File: config.mk
export PLATFORM = sky130hd
export DESIGN_NAME = insertion_sorter_top
export DESIGN_NICKNAME = d
export VERILOG_FILES = /design/src/rtl/isrt_pkg.sv /design/src/rtl/isrt_ram.sv /design/src/rtl/isrt_ctrl.sv /design/src/rtl/insertion_sorter_top.sv
export SDC_FILE = /design/constraint.sdc
export NUM_CORES = 2
export LEC_CHECK = 0
export ABC_AREA = 1
export BUFFER_PORTS_ARGS = -buffer_cell sky130_fd_sc_hd__buf_4
export CAP_MARGIN = 20
export CORE_UTILIZATION = 35
export DETAILED_ROUTE_END_ITERATION = 10
export MAX_ROUTING_LAYER = met4
export PLACE_DENSITY = 0.57
export SETUP_SLACK_MARGIN = 0.3
export SYNTH_ARGS = -nofsm -noshare
export SYNTH_HDL_FRONTEND = slang
export SYNTH_SLANG_ARGS = --single-unit
File: constraint.sdc
create_clock -name clk -period 4.9 [get_ports clk]
set_input_delay 0.245 -clock clk [delete_from_list [all_inputs] [get_ports clk]]
set_output_delay 0.245 -clock clk [all_outputs]
set_load 0.005 [all_outputs]
File: src/rtl/isrt_pkg.sv
// ----------------------------------------------------------------------------
// isrt_pkg
// Shared constants and types of the insertion sorter: store geometry,
// controller states and the memory request bundle.
// ----------------------------------------------------------------------------
package isrt_pkg;

  // Store geometry.
  localparam int CAPACITY = 64;
  localparam int DATA_W   = 32;
  localparam int ADDR_W   = (CAPACITY > 1) ? $clog2(CAPACITY) : 1;
  localparam int CNT_W    = $clog2(CAPACITY + 1);

  // Controller states.
  typedef enum logic [1:0] {
    ST_IDLE,
    ST_SCAN,
    ST_PLACE,
    ST_EMIT
  } state_t;

  // One cycle's access to the store: one write port and one read port.
  typedef struct packed {
    logic              we;
    logic [ADDR_W-1:0] waddr;
    logic [DATA_W-1:0] wdata;
    logic [ADDR_W-1:0] raddr;
  } mem_req_t;

endpackage

File: src/rtl/isrt_ram.sv
// ----------------------------------------------------------------------------
// isrt_ram
// Simple dual-port synchronous RAM: one write port, one read port with a
// registered read.
// ----------------------------------------------------------------------------
module isrt_ram #(
  parameter int DEPTH  = 64,
  parameter int WIDTH  = 32,
  parameter int ADDR_W = (DEPTH > 1) ? $clog2(DEPTH) : 1
) (
  input  logic              clk,
  input  logic              we,
  input  logic [ADDR_W-1:0] waddr,
  input  logic [WIDTH-1:0]  wdata,
  input  logic [ADDR_W-1:0] raddr,
  output logic [WIDTH-1:0]  rdata
);

  logic [WIDTH-1:0] mem [DEPTH];

  // Write port.
  always_ff @(posedge clk) begin
    if (we) begin
      mem[waddr] <= wdata;
    end
  end

  // Registered read port.
  always_ff @(posedge clk) begin
    rdata <= mem[raddr];
  end

endmodule

File: src/rtl/isrt_ctrl.sv
// ----------------------------------------------------------------------------
// isrt_ctrl
// Sequencer of the insertion sorter. It shifts larger entries up one slot at
// a time while scanning down from the top, places the new value, and on the
// final request of a set streams the store out in ascending order.
// ----------------------------------------------------------------------------
module isrt_ctrl (
  input  logic                                   clk,
  input  logic                                   rst_n,
  input  logic                                   start,
  output logic                                   busy,
  input  logic signed [isrt_pkg::DATA_W-1:0]     in_value,
  input  logic                                   in_last,
  output logic                                   out_valid,
  output logic signed [isrt_pkg::DATA_W-1:0]     out_value,
  output logic                                   out_last,
  output logic                                   out_overflow,
  output isrt_pkg::mem_req_t                     mem_req,
  input  logic [isrt_pkg::DATA_W-1:0]            mem_rdata
);

  localparam int ADDR_W = isrt_pkg::ADDR_W;
  localparam int CNT_W  = isrt_pkg::CNT_W;
  localparam int DATA_W = isrt_pkg::DATA_W;

  isrt_pkg::state_t          state_r, state_nxt;
  logic [CNT_W-1:0]          fill_r, fill_nxt;
  logic                      drop_r, drop_nxt;
  logic [ADDR_W-1:0]         pos_r, pos_nxt;
  logic [ADDR_W-1:0]         idx_r, idx_nxt;
  logic signed [DATA_W-1:0]  val_r, val_nxt;
  logic                      last_r, last_nxt;
  logic                      ovalid_r, ovalid_nxt;
  logic                      olast_r, olast_nxt;
  logic                      oovf_r, oovf_nxt;
  logic                      take;
  logic                      fin;
  logic                      smaller;

  assign busy = (state_r != isrt_pkg::ST_IDLE);
  assign take = start && !busy;

  // The new value moves below an entry only if strictly smaller: stability.
  assign smaller = (val_r < $signed(mem_rdata));

  // The read issued at the last emission index marks the final result.
  assign fin = ((CNT_W'(idx_r) + CNT_W'(1)) == fill_r);

  // Control registers.
  always_ff @(posedge clk) begin
    if (!rst_n) begin
      state_r  <= isrt_pkg::ST_IDLE;
      fill_r   <= '0;
      drop_r   <= 1'b0;
      ovalid_r <= 1'b0;
    end else begin
      state_r  <= state_nxt;
      fill_r   <= fill_nxt;
      drop_r   <= drop_nxt;
      ovalid_r <= ovalid_nxt;
    end
  end

  // Payload registers.
  always_ff @(posedge clk) begin
    pos_r   <= pos_nxt;
    idx_r   <= idx_nxt;
    val_r   <= val_nxt;
    last_r  <= last_nxt;
    olast_r <= olast_nxt;
    oovf_r  <= oovf_nxt;
  end

  // Next state, store accesses and result flags.
  always_comb begin
    state_nxt     = state_r;
    fill_nxt      = fill_r;
    drop_nxt      = drop_r;
    pos_nxt       = pos_r;
    idx_nxt       = idx_r;
    val_nxt       = val_r;
    last_nxt      = last_r;
    ovalid_nxt    = 1'b0;
    olast_nxt     = 1'b0;
    oovf_nxt      = 1'b0;
    mem_req.we    = 1'b0;
    mem_req.waddr = pos_r;
    mem_req.wdata = val_r;
    mem_req.raddr = '0;

    unique case (state_r)
      isrt_pkg::ST_IDLE: begin
        if (take) begin
          val_nxt  = in_value;
          last_nxt = in_last;
          idx_nxt  = '0;
          if (fill_r == CNT_W'(isrt_pkg::CAPACITY)) begin
            // Store full: drop the value, still emit on a final request.
            drop_nxt = 1'b1;
            if (in_last) begin
              state_nxt = isrt_pkg::ST_EMIT;
            end
          end else if (fill_r == '0) begin
            // Empty store: the value goes straight to the bottom slot.
            mem_req.we    = 1'b1;
            mem_req.waddr = '0;
            mem_req.wdata = in_value;
            fill_nxt      = fill_r + CNT_W'(1);
            if (in_last) begin
              state_nxt = isrt_pkg::ST_EMIT;
            end
          end else begin
            // Start the downward scan at the top entry.
            mem_req.raddr = ADDR_W'(fill_r - CNT_W'(1));
            pos_nxt       = ADDR_W'(fill_r);
            state_nxt     = isrt_pkg::ST_SCAN;
          end
        end
      end

      isrt_pkg::ST_SCAN: begin
        mem_req.we    = 1'b1;
        mem_req.waddr = pos_r;
        if (smaller) begin
          // Move the larger entry up one slot and read the next one down.
          mem_req.wdata = mem_rdata;
          pos_nxt       = pos_r - ADDR_W'(1);
          if (pos_r == ADDR_W'(1)) begin
            state_nxt = isrt_pkg::ST_PLACE;
          end else begin
            mem_req.raddr = pos_r - ADDR_W'(2);
          end
        end else begin
          // Found the slot just above an entry not larger than the value.
          mem_req.wdata = val_r;
          fill_nxt      = fill_r + CNT_W'(1);
          state_nxt     = last_r ? isrt_pkg::ST_EMIT : isrt_pkg::ST_IDLE;
        end
      end

      isrt_pkg::ST_PLACE: begin
        // The value is the smallest so far and lands at the bottom.
        mem_req.we    = 1'b1;
        mem_req.waddr = pos_r;
        mem_req.wdata = val_r;
        fill_nxt      = fill_r + CNT_W'(1);
        state_nxt     = last_r ? isrt_pkg::ST_EMIT : isrt_pkg::ST_IDLE;
      end

      isrt_pkg::ST_EMIT: begin
        // Read one entry a cycle; the result appears with the read data.
        mem_req.raddr = idx_r;
        ovalid_nxt    = 1'b1;
        olast_nxt     = fin;
        oovf_nxt      = fin && drop_r;
        if (fin) begin
          fill_nxt  = '0;
          drop_nxt  = 1'b0;
          state_nxt = isrt_pkg::ST_IDLE;
        end else begin
          idx_nxt = idx_r + ADDR_W'(1);
        end
      end

      default: begin
        state_nxt = isrt_pkg::ST_IDLE;
      end
    endcase
  end

  // Result ports, aligned with the registered read data.
  assign out_valid    = ovalid_r;
  assign out_value    = $signed(mem_rdata);
  assign out_last     = olast_r;
  assign out_overflow = oovf_r;

endmodule

File: src/rtl/insertion_sorter_top.sv
// ----------------------------------------------------------------------------
// insertion_sorter_top
// A request into an empty or full store is taken in the idle state and
// raises busy only if final; otherwise busy holds while the downward scan
// moves larger entries up one per cycle through the store's single read
// port. One request at a time. After a final request the results follow
// the insert, one per cycle, one per stored value; results cannot stall.
// Reset clears the fill count, the dropped flag and the controller only.
// ----------------------------------------------------------------------------
module insertion_sorter_top (
  input  logic                               clk,
  input  logic                               rst_n,
  input  logic                               start,
  output logic                               busy,
  input  logic signed [isrt_pkg::DATA_W-1:0] in_value,
  input  logic                               in_last,
  output logic                               out_valid,
  output logic signed [isrt_pkg::DATA_W-1:0] out_value,
  output logic                               out_last,
  output logic                               out_overflow
);

  isrt_pkg::mem_req_t              mem_req;
  logic [isrt_pkg::DATA_W-1:0]     mem_rdata;

  // Sequencer.
  isrt_ctrl u_ctrl (
    .clk          (clk),
    .rst_n        (rst_n),
    .start        (start),
    .busy         (busy),
    .in_value     (in_value),
    .in_last      (in_last),
    .out_valid    (out_valid),
    .out_value    (out_value),
    .out_last     (out_last),
    .out_overflow (out_overflow),
    .mem_req      (mem_req),
    .mem_rdata    (mem_rdata)
  );

  // Sorted store.
  isrt_ram #(
    .DEPTH  (isrt_pkg::CAPACITY),
    .WIDTH  (isrt_pkg::DATA_W),
    .ADDR_W (isrt_pkg::ADDR_W)
  ) u_ram (
    .clk   (clk),
    .we    (mem_req.we),
    .waddr (mem_req.waddr),
    .wdata (mem_req.wdata),
    .raddr (mem_req.raddr),
    .rdata (mem_rdata)
  );

  // The final flag and the overflow flag only ride on a result strobe.
  a_last_strobe: assert property (@(posedge clk) disable iff (!rst_n)
    (out_last || out_overflow) |-> out_valid)
    else $error("last or overflow flag without a result strobe");

  // Overflow is reported on the final result only.
  a_ovf_final: assert property (@(posedge clk) disable iff (!rst_n)
    out_overflow |-> out_last)
    else $error("overflow flag on a result that is not final");

  // Emission is one unbroken burst up to the final result.
  a_burst: assert property (@(posedge clk) disable iff (!rst_n)
    (out_valid && !out_last) |=> out_valid)
    else $error("gap inside the result burst");

  // A result before the final one means the sequencer is still busy.
  a_busy_emit: assert property (@(posedge clk) disable iff (!rst_n)
    (out_valid && !out_last) |-> busy)
    else $error("not busy while results are still pending");

endmodule
; Word-level counts from Yosys, hierarchy flattened
; Memory sizes are Yosys's and may differ from the RTL's. A register that Yosys moved wholly into a read port is not among the register bits.
; Cells that the tools add are included.
[word_totals]
mem_bits_rw = 2048
output_inout_bits = 36
ff_bits = 58
n_memories = 1
[classes]
order_cmp = 1
reduce_logical = 14
muxes = 39
add_sub_neg = 6
n_eq_ne = 16
[memory_table]
columns = memory, words, width, rd, rd_ports_with_merged_regs, wr, line
row1 = u_ram.mem, 64, 32, 1, 1, 1, isrt_ram.sv:19  ; logic [WIDTH-1:0] mem [DEPTH];
[ops]
columns = op, n
row1 = 39-bit case mux with 3 select lines, 1
row2 = 45-bit 2-to-1 mux, 2
row3 = 6-bit 2-to-1 mux, 9
row4 = 39-bit 2-to-1 mux, 1
row5 = 7-bit 2-to-1 mux, 5
row6 = 32-bit < comparator, 1
row7 = 32-bit 2-to-1 mux, 1
row8 = 7-bit case mux with 4 select lines, 1
row9 = 6-bit case mux with 2 select lines, 2
row10 = 6-bit case mux with 3 select lines, 1
row11 = 2-bit 2-to-1 mux, 8
row12 = "6-bit by 1-bit subtractor with 6-bit output, second input constant", 2
row13 = "2-bit by 1-bit != test with 1-bit output, second input constant", 5
row14 = 5-bit AND reduction, 2
row15 = "2-bit != test, second input constant", 4
row16 = 2-bit case mux with 4 select lines, 1
row17 = "6-bit by 1-bit adder with 7-bit output, second input constant", 1
row18 = "7-bit by 1-bit adder with 7-bit output, second input constant", 1
row19 = 7-bit == test, 1
row20 = "7-bit == test, second input constant", 1
row21 = 7-bit logical NOT, 1
row22 = "6-bit by 1-bit adder with 6-bit output, second input constant", 1
row23 = "6-bit by 1-bit == test with 1-bit output, second input constant", 1
row24 = 1-bit 2-to-1 mux, 6
row25 = 12 further kinds, 17

; Logic depth before layout (Yosys ltp)
[depth]
ltp_word = 7
mapped_depth = 26
mapped_depth_nobuf = 23

; Modules after synthesis
; From an unflattened synthesis, not the netlist that was laid out.
[unflattened]
hier_cells = 7416
hier_area_um2 = 87559.0
[modules_own_cells]
columns = module, cells_each, area_per_inst_um2, seq_area_each_um2, n_inst
row1 = isrt_ram, 6769, 82738.1, 62139.6, 1
row2 = isrt_ctrl, 647, 4820.9, 1611.5, 1

; Least setup slack after synthesis
; OpenSTA, ideal clock, no wires.
[synth_timing]
path_kind = reg2reg
startpoint = register u_ctrl.val_r[31]
endpoint = memory u_ram.mem[0][0] (data pin)
t_arrival_ps = 4282
stages_incl_launch_ff = 14
setup_time_ps = 702
setup_slack_ps = -84
cell_sequence = edfxtp_1 -> ha_1 -> nand2_1 -> nor2_1 -> nand2_1 -> nor2_1 -> nand2_1 -> nand2_2 -> nand2_2 -> nand2_1 -> nand2_1 -> nand2_1 -> nor2_1 -> o21ai_0
[synth_rtl]
columns = element, line
row1 = "start, declared", isrt_ctrl.sv:31  ; logic signed [DATA_W-1:0] val_r, val_nxt;
row2 = "start signal, assigned", isrt_ctrl.sv:68  ; val_r <= val_nxt;
row3 = "end, declared", isrt_ram.sv:19

; Worst setup path after layout
[layout_timing]
startpoint = register u_ram.rdata[5] (read register of u_ram.mem)
endpoint = register u_ram.rdata[4] (read register of u_ram.mem)
[layout_via]
elab_chain_cells = 3
[layout_rtl]
columns = element, line
row1 = "start, declared", isrt_ram.sv:16  ; output logic [WIDTH-1:0] rdata
row2 = 32-bit < comparator, isrt_ctrl.sv:44  ; assign smaller = (val_r < $signed(mem_rdata));
row3 = 6-bit 2-to-1 mux, isrt_ctrl.sv:124  ; if (smaller) begin
row4 = 6-bit case mux with 3 select lines, isrt_ctrl.sv:91  ; unique case (state_r)
; Every way passes these cells.
; A chain may end at the register's enable or synchronous reset.

==> impl_metrics.yaml <==
status:
  outcome: "finished, final reports clean"
timing:
  finalMaxSlewViolations: 0
  max_freq_mhz: 217
  fin_crit_ns: 4.61
  finalHoldViolations: 0
  rsz0062_at_grt: "true"
  worstMarginPinSlew_ns: 1.07
  period_share: 0.941
  skew_ns: 0.0499
  setup_ws_ns: 0.290
  maxSlewHeadroom: 0.283
  timing.hold.ws_ns: 0.111
  setup-violations-final: 0
synth:
  synth.avg_cell_area_um2: 11.1
  ys_dominant_reg_cell: "edfxtp_1"
  synthArstFlopShare: 0
  syn-cell-area_um2: 94800
  ys_ff_latch: 2138
  ys_seq_area_frac: 0.672
  postSynthCellCount: 8527
  syn_nets: 8606
  synth_edf_count: 2093
  yosysTopAreaCell: "edfxtp_1"
  netlist-cell-type-count: 38
  synthTopCellsByArea: "edfxtp_1, nand3_1, nand3b_1"
  yosysTopAreaCellShare: 0.663
  yosysWarnings: 0
worst_hold_path:
  hp-class: "in -> reg"
  holdCritStartpoint: "in_value[24]"
  whs_endpoint: "u_ctrl.val_r[24]$_DFFE_PP_"
  hold_path_depth: 2
setup_path:
  reg2regPathDepth: 20
  r2r-end: "u_ram.rdata[4]$_DFF_P_"
  cp_data_required_time_ns: 5.65
  crit_type: "reg -> reg"
  ff2ff_setup_slack_ns: 0.29
  cp-end-kind: "flip-flop"
  crit_path_start_kind: "flip-flop"
  arrival_ns: 5.36
  crit_fanout: 27
  r2r_start: "u_ram.rdata[5]$_DFF_P_"
flow_run:
  maxCapViolCount: 0
floorplanning:
  start_util: 0.353
  die_w_um: 523
  io_pins: 72
  die-area_um2: 273000
  fp-row-count: 190
  core_area_um2: 269000
  die_y_um: 523
cts:
  clk_latency_ns: 0.90
  cts.reportedPaths.clkPinSlew_ns: 0.06
  cts_tree: "yes"
  cts_made_buffers: 223
  clock_path_buffers: 4
  cts_root_buffer: "clkbuf_16"
  clock-sinks: 2138
  h-tree-depth: 4
finish:
  drive_gt1_frac: 0.105
  mostFrequentLayoutCell: "edfxtp_1"
  final_nets: 8741
  postLayoutCellArea_um2: 110000
  fin_cells: 12400
  syn_to_final_growth_pct: 16.1
  layout_common_cells: "edfxtp_1, nand3_1, inv_1"
grt:
  grt-ovfl-total: 0
  antenna_found_initial: 12
  grt_pass1_vias: 63000
  grt_max_degree: 125
  gr-usage-all-layers: 0.225
  grt_pass1_wl_um: 440000
placement:
  io_buffer_count: 71
  placed_area_um2: 102000
  dp_cells: 12000
  pre_cts_slack_ns: -0.374
  gp_congestion: 0.884
  place_hpwl_um: 169000
detailed_routing:
  avgViaCountPerCell: 5.37
  drtIter0Drc: 7690
  finalWirelength_um: 305000
  drtAntennaViolNets: 0
  drc_errors: 0
  vias: 66600
  drtPass1Iterations: 6
  wire_per_inst_um: 24.6
## registers in the layout, summed over array words and instances, names as in the netlist
| register | flops |
|---|---|
| u_ctrl.out_valid | 1 |
| u_ctrl.idx_r | 6 |
| u_ram.rdata | 32 |
| u_ctrl.state_r | 2 |
| u_ram.mem | 2048 |
| u_ctrl.val_r | 32 |
| u_ctrl.pos_r | 6 |
| u_ctrl.drop_r | 1 |
| u_ctrl.out_last | 1 |
| u_ctrl.out_overflow | 1 |
| u_ctrl.last_r | 1 |
| u_ctrl.fill_r | 7 |
## worst max-delay path by stage
stage,start,end,slack (ns),cells after the start
6_report,u_ram.rdata[5]$_DFF_P_,u_ram.rdata[4]$_DFF_P_,0.29,20
5_1_grt,u_ram.rdata[11]$_DFF_P_,u_ram.rdata[31]$_DFF_P_,0.19,24
4_1_cts,u_ram.rdata[20]$_DFF_P_,u_ram.rdata[6]$_DFF_P_,0.30,20
3_5_place_dp,u_ram.rdata[20]$_DFF_P_,u_ram.rdata[28]$_DFF_P_,-0.37,21
3_3_place_gp,u_ram.rdata[20]$_DFF_P_,u_ram.rdata[28]$_DFF_P_,-0.35,21
2_1_floorplan,u_ctrl.val_r[31]$_DFFE_PP_,u_ram.mem[0][0]$_DFFE_PP_,-0.08,13
## final cells by class
class	count	area [um2]
clock inverter	118	1090
multi-input combinational	4636	25000
antenna	11	27.5
fill	25000	159000
timing repair buffer	485	5360
sequential	2138	63800
inverter	1178	4460
tap	3552	4440
clock buffer	289	5980
## kinds of logic (layout without fill, tap and decap cells)
group	count (synthesis)	count (layout)	synth area share
buffers and inverters	1753	2070	0.0756
adder cells (fa/ha/maj)	43	43	0.00567
flip-flops	2138	2138	0.672
AO/OA/AOI/OAI	289	289	0.0162
AND/OR/NAND/NOR	4289	4289	0.229
XOR/XNOR	15	15	0.00139
other	0	11	0
## worst max-delay path: stages, from the launching register on
cell and delay (ns):
dfxtp_1 0.62, inv_1 0.09, ha_1 0.33, a21oi_1 0.15
o21a_1 0.13, nand2_1 0.09, nand2_1 0.07, nand2_1 0.07
nand2_1 0.12, nand3_2 0.17, nand4_1 0.23, nand2_1 0.18
nand2_8 0.22, buf_12 0.24, buf_12 0.21, buf_12 0.25
nand3_1 0.12, nand3_1 0.18, nand3_1 0.49, nand3_4 0.36
nand2_1 0.07
## timing repair
action                                  4_1_cts  5_1_grt
cloned                                        0        1
buffers inserted                              0        3
endpoints found under the hold margin        44        0
hold buffers                                 35        0
endpoints found under the setup margin       23       23
pin swaps                                     0        1
gates resized for setup                      16       22
## through the flow
stage | utilization | setup TNS (ns)
finish | 0.410 | 0
global route | 0.410 | 0
CTS | 0.409 | 0
detailed placement | 0.381 | -0.580
global placement | 0.381 | -0.721
floorplan | - | -53.77
## Yosys cell counts, types with 7 or more instances
cell	instances
a21oi_1	74
a22oi_1	10
a31oi_1	14
buf_1	100
buf_2	243
buf_6	32
clkbuf_1	192
dfxtp_1	45
edfxtp_1	2093
ha_1	43
inv_1	1171
nand2_1	959
nand3_1	2105
nand3b_1	769
nand4_1	7
nor2_1	423
o211ai_1	11
o21ai_0	171
or2_2	12
xor2_1	13
## metal layers
metal | vias to the layer above | wire (um) | track usage
li1 | 29800 | - | -
met1 | 33300 | 127000 | 0.296
met2 | 2975 | 139000 | 0.347
met3 | 524 | 24300 | 0.0310
met4 | 0 | 14300 | 0.100
met5 | - | 0 | -
Power is left out: the tool's default activity adds up to more than one toggle a clock period on the data nets, which glitch-free logic cannot reach.
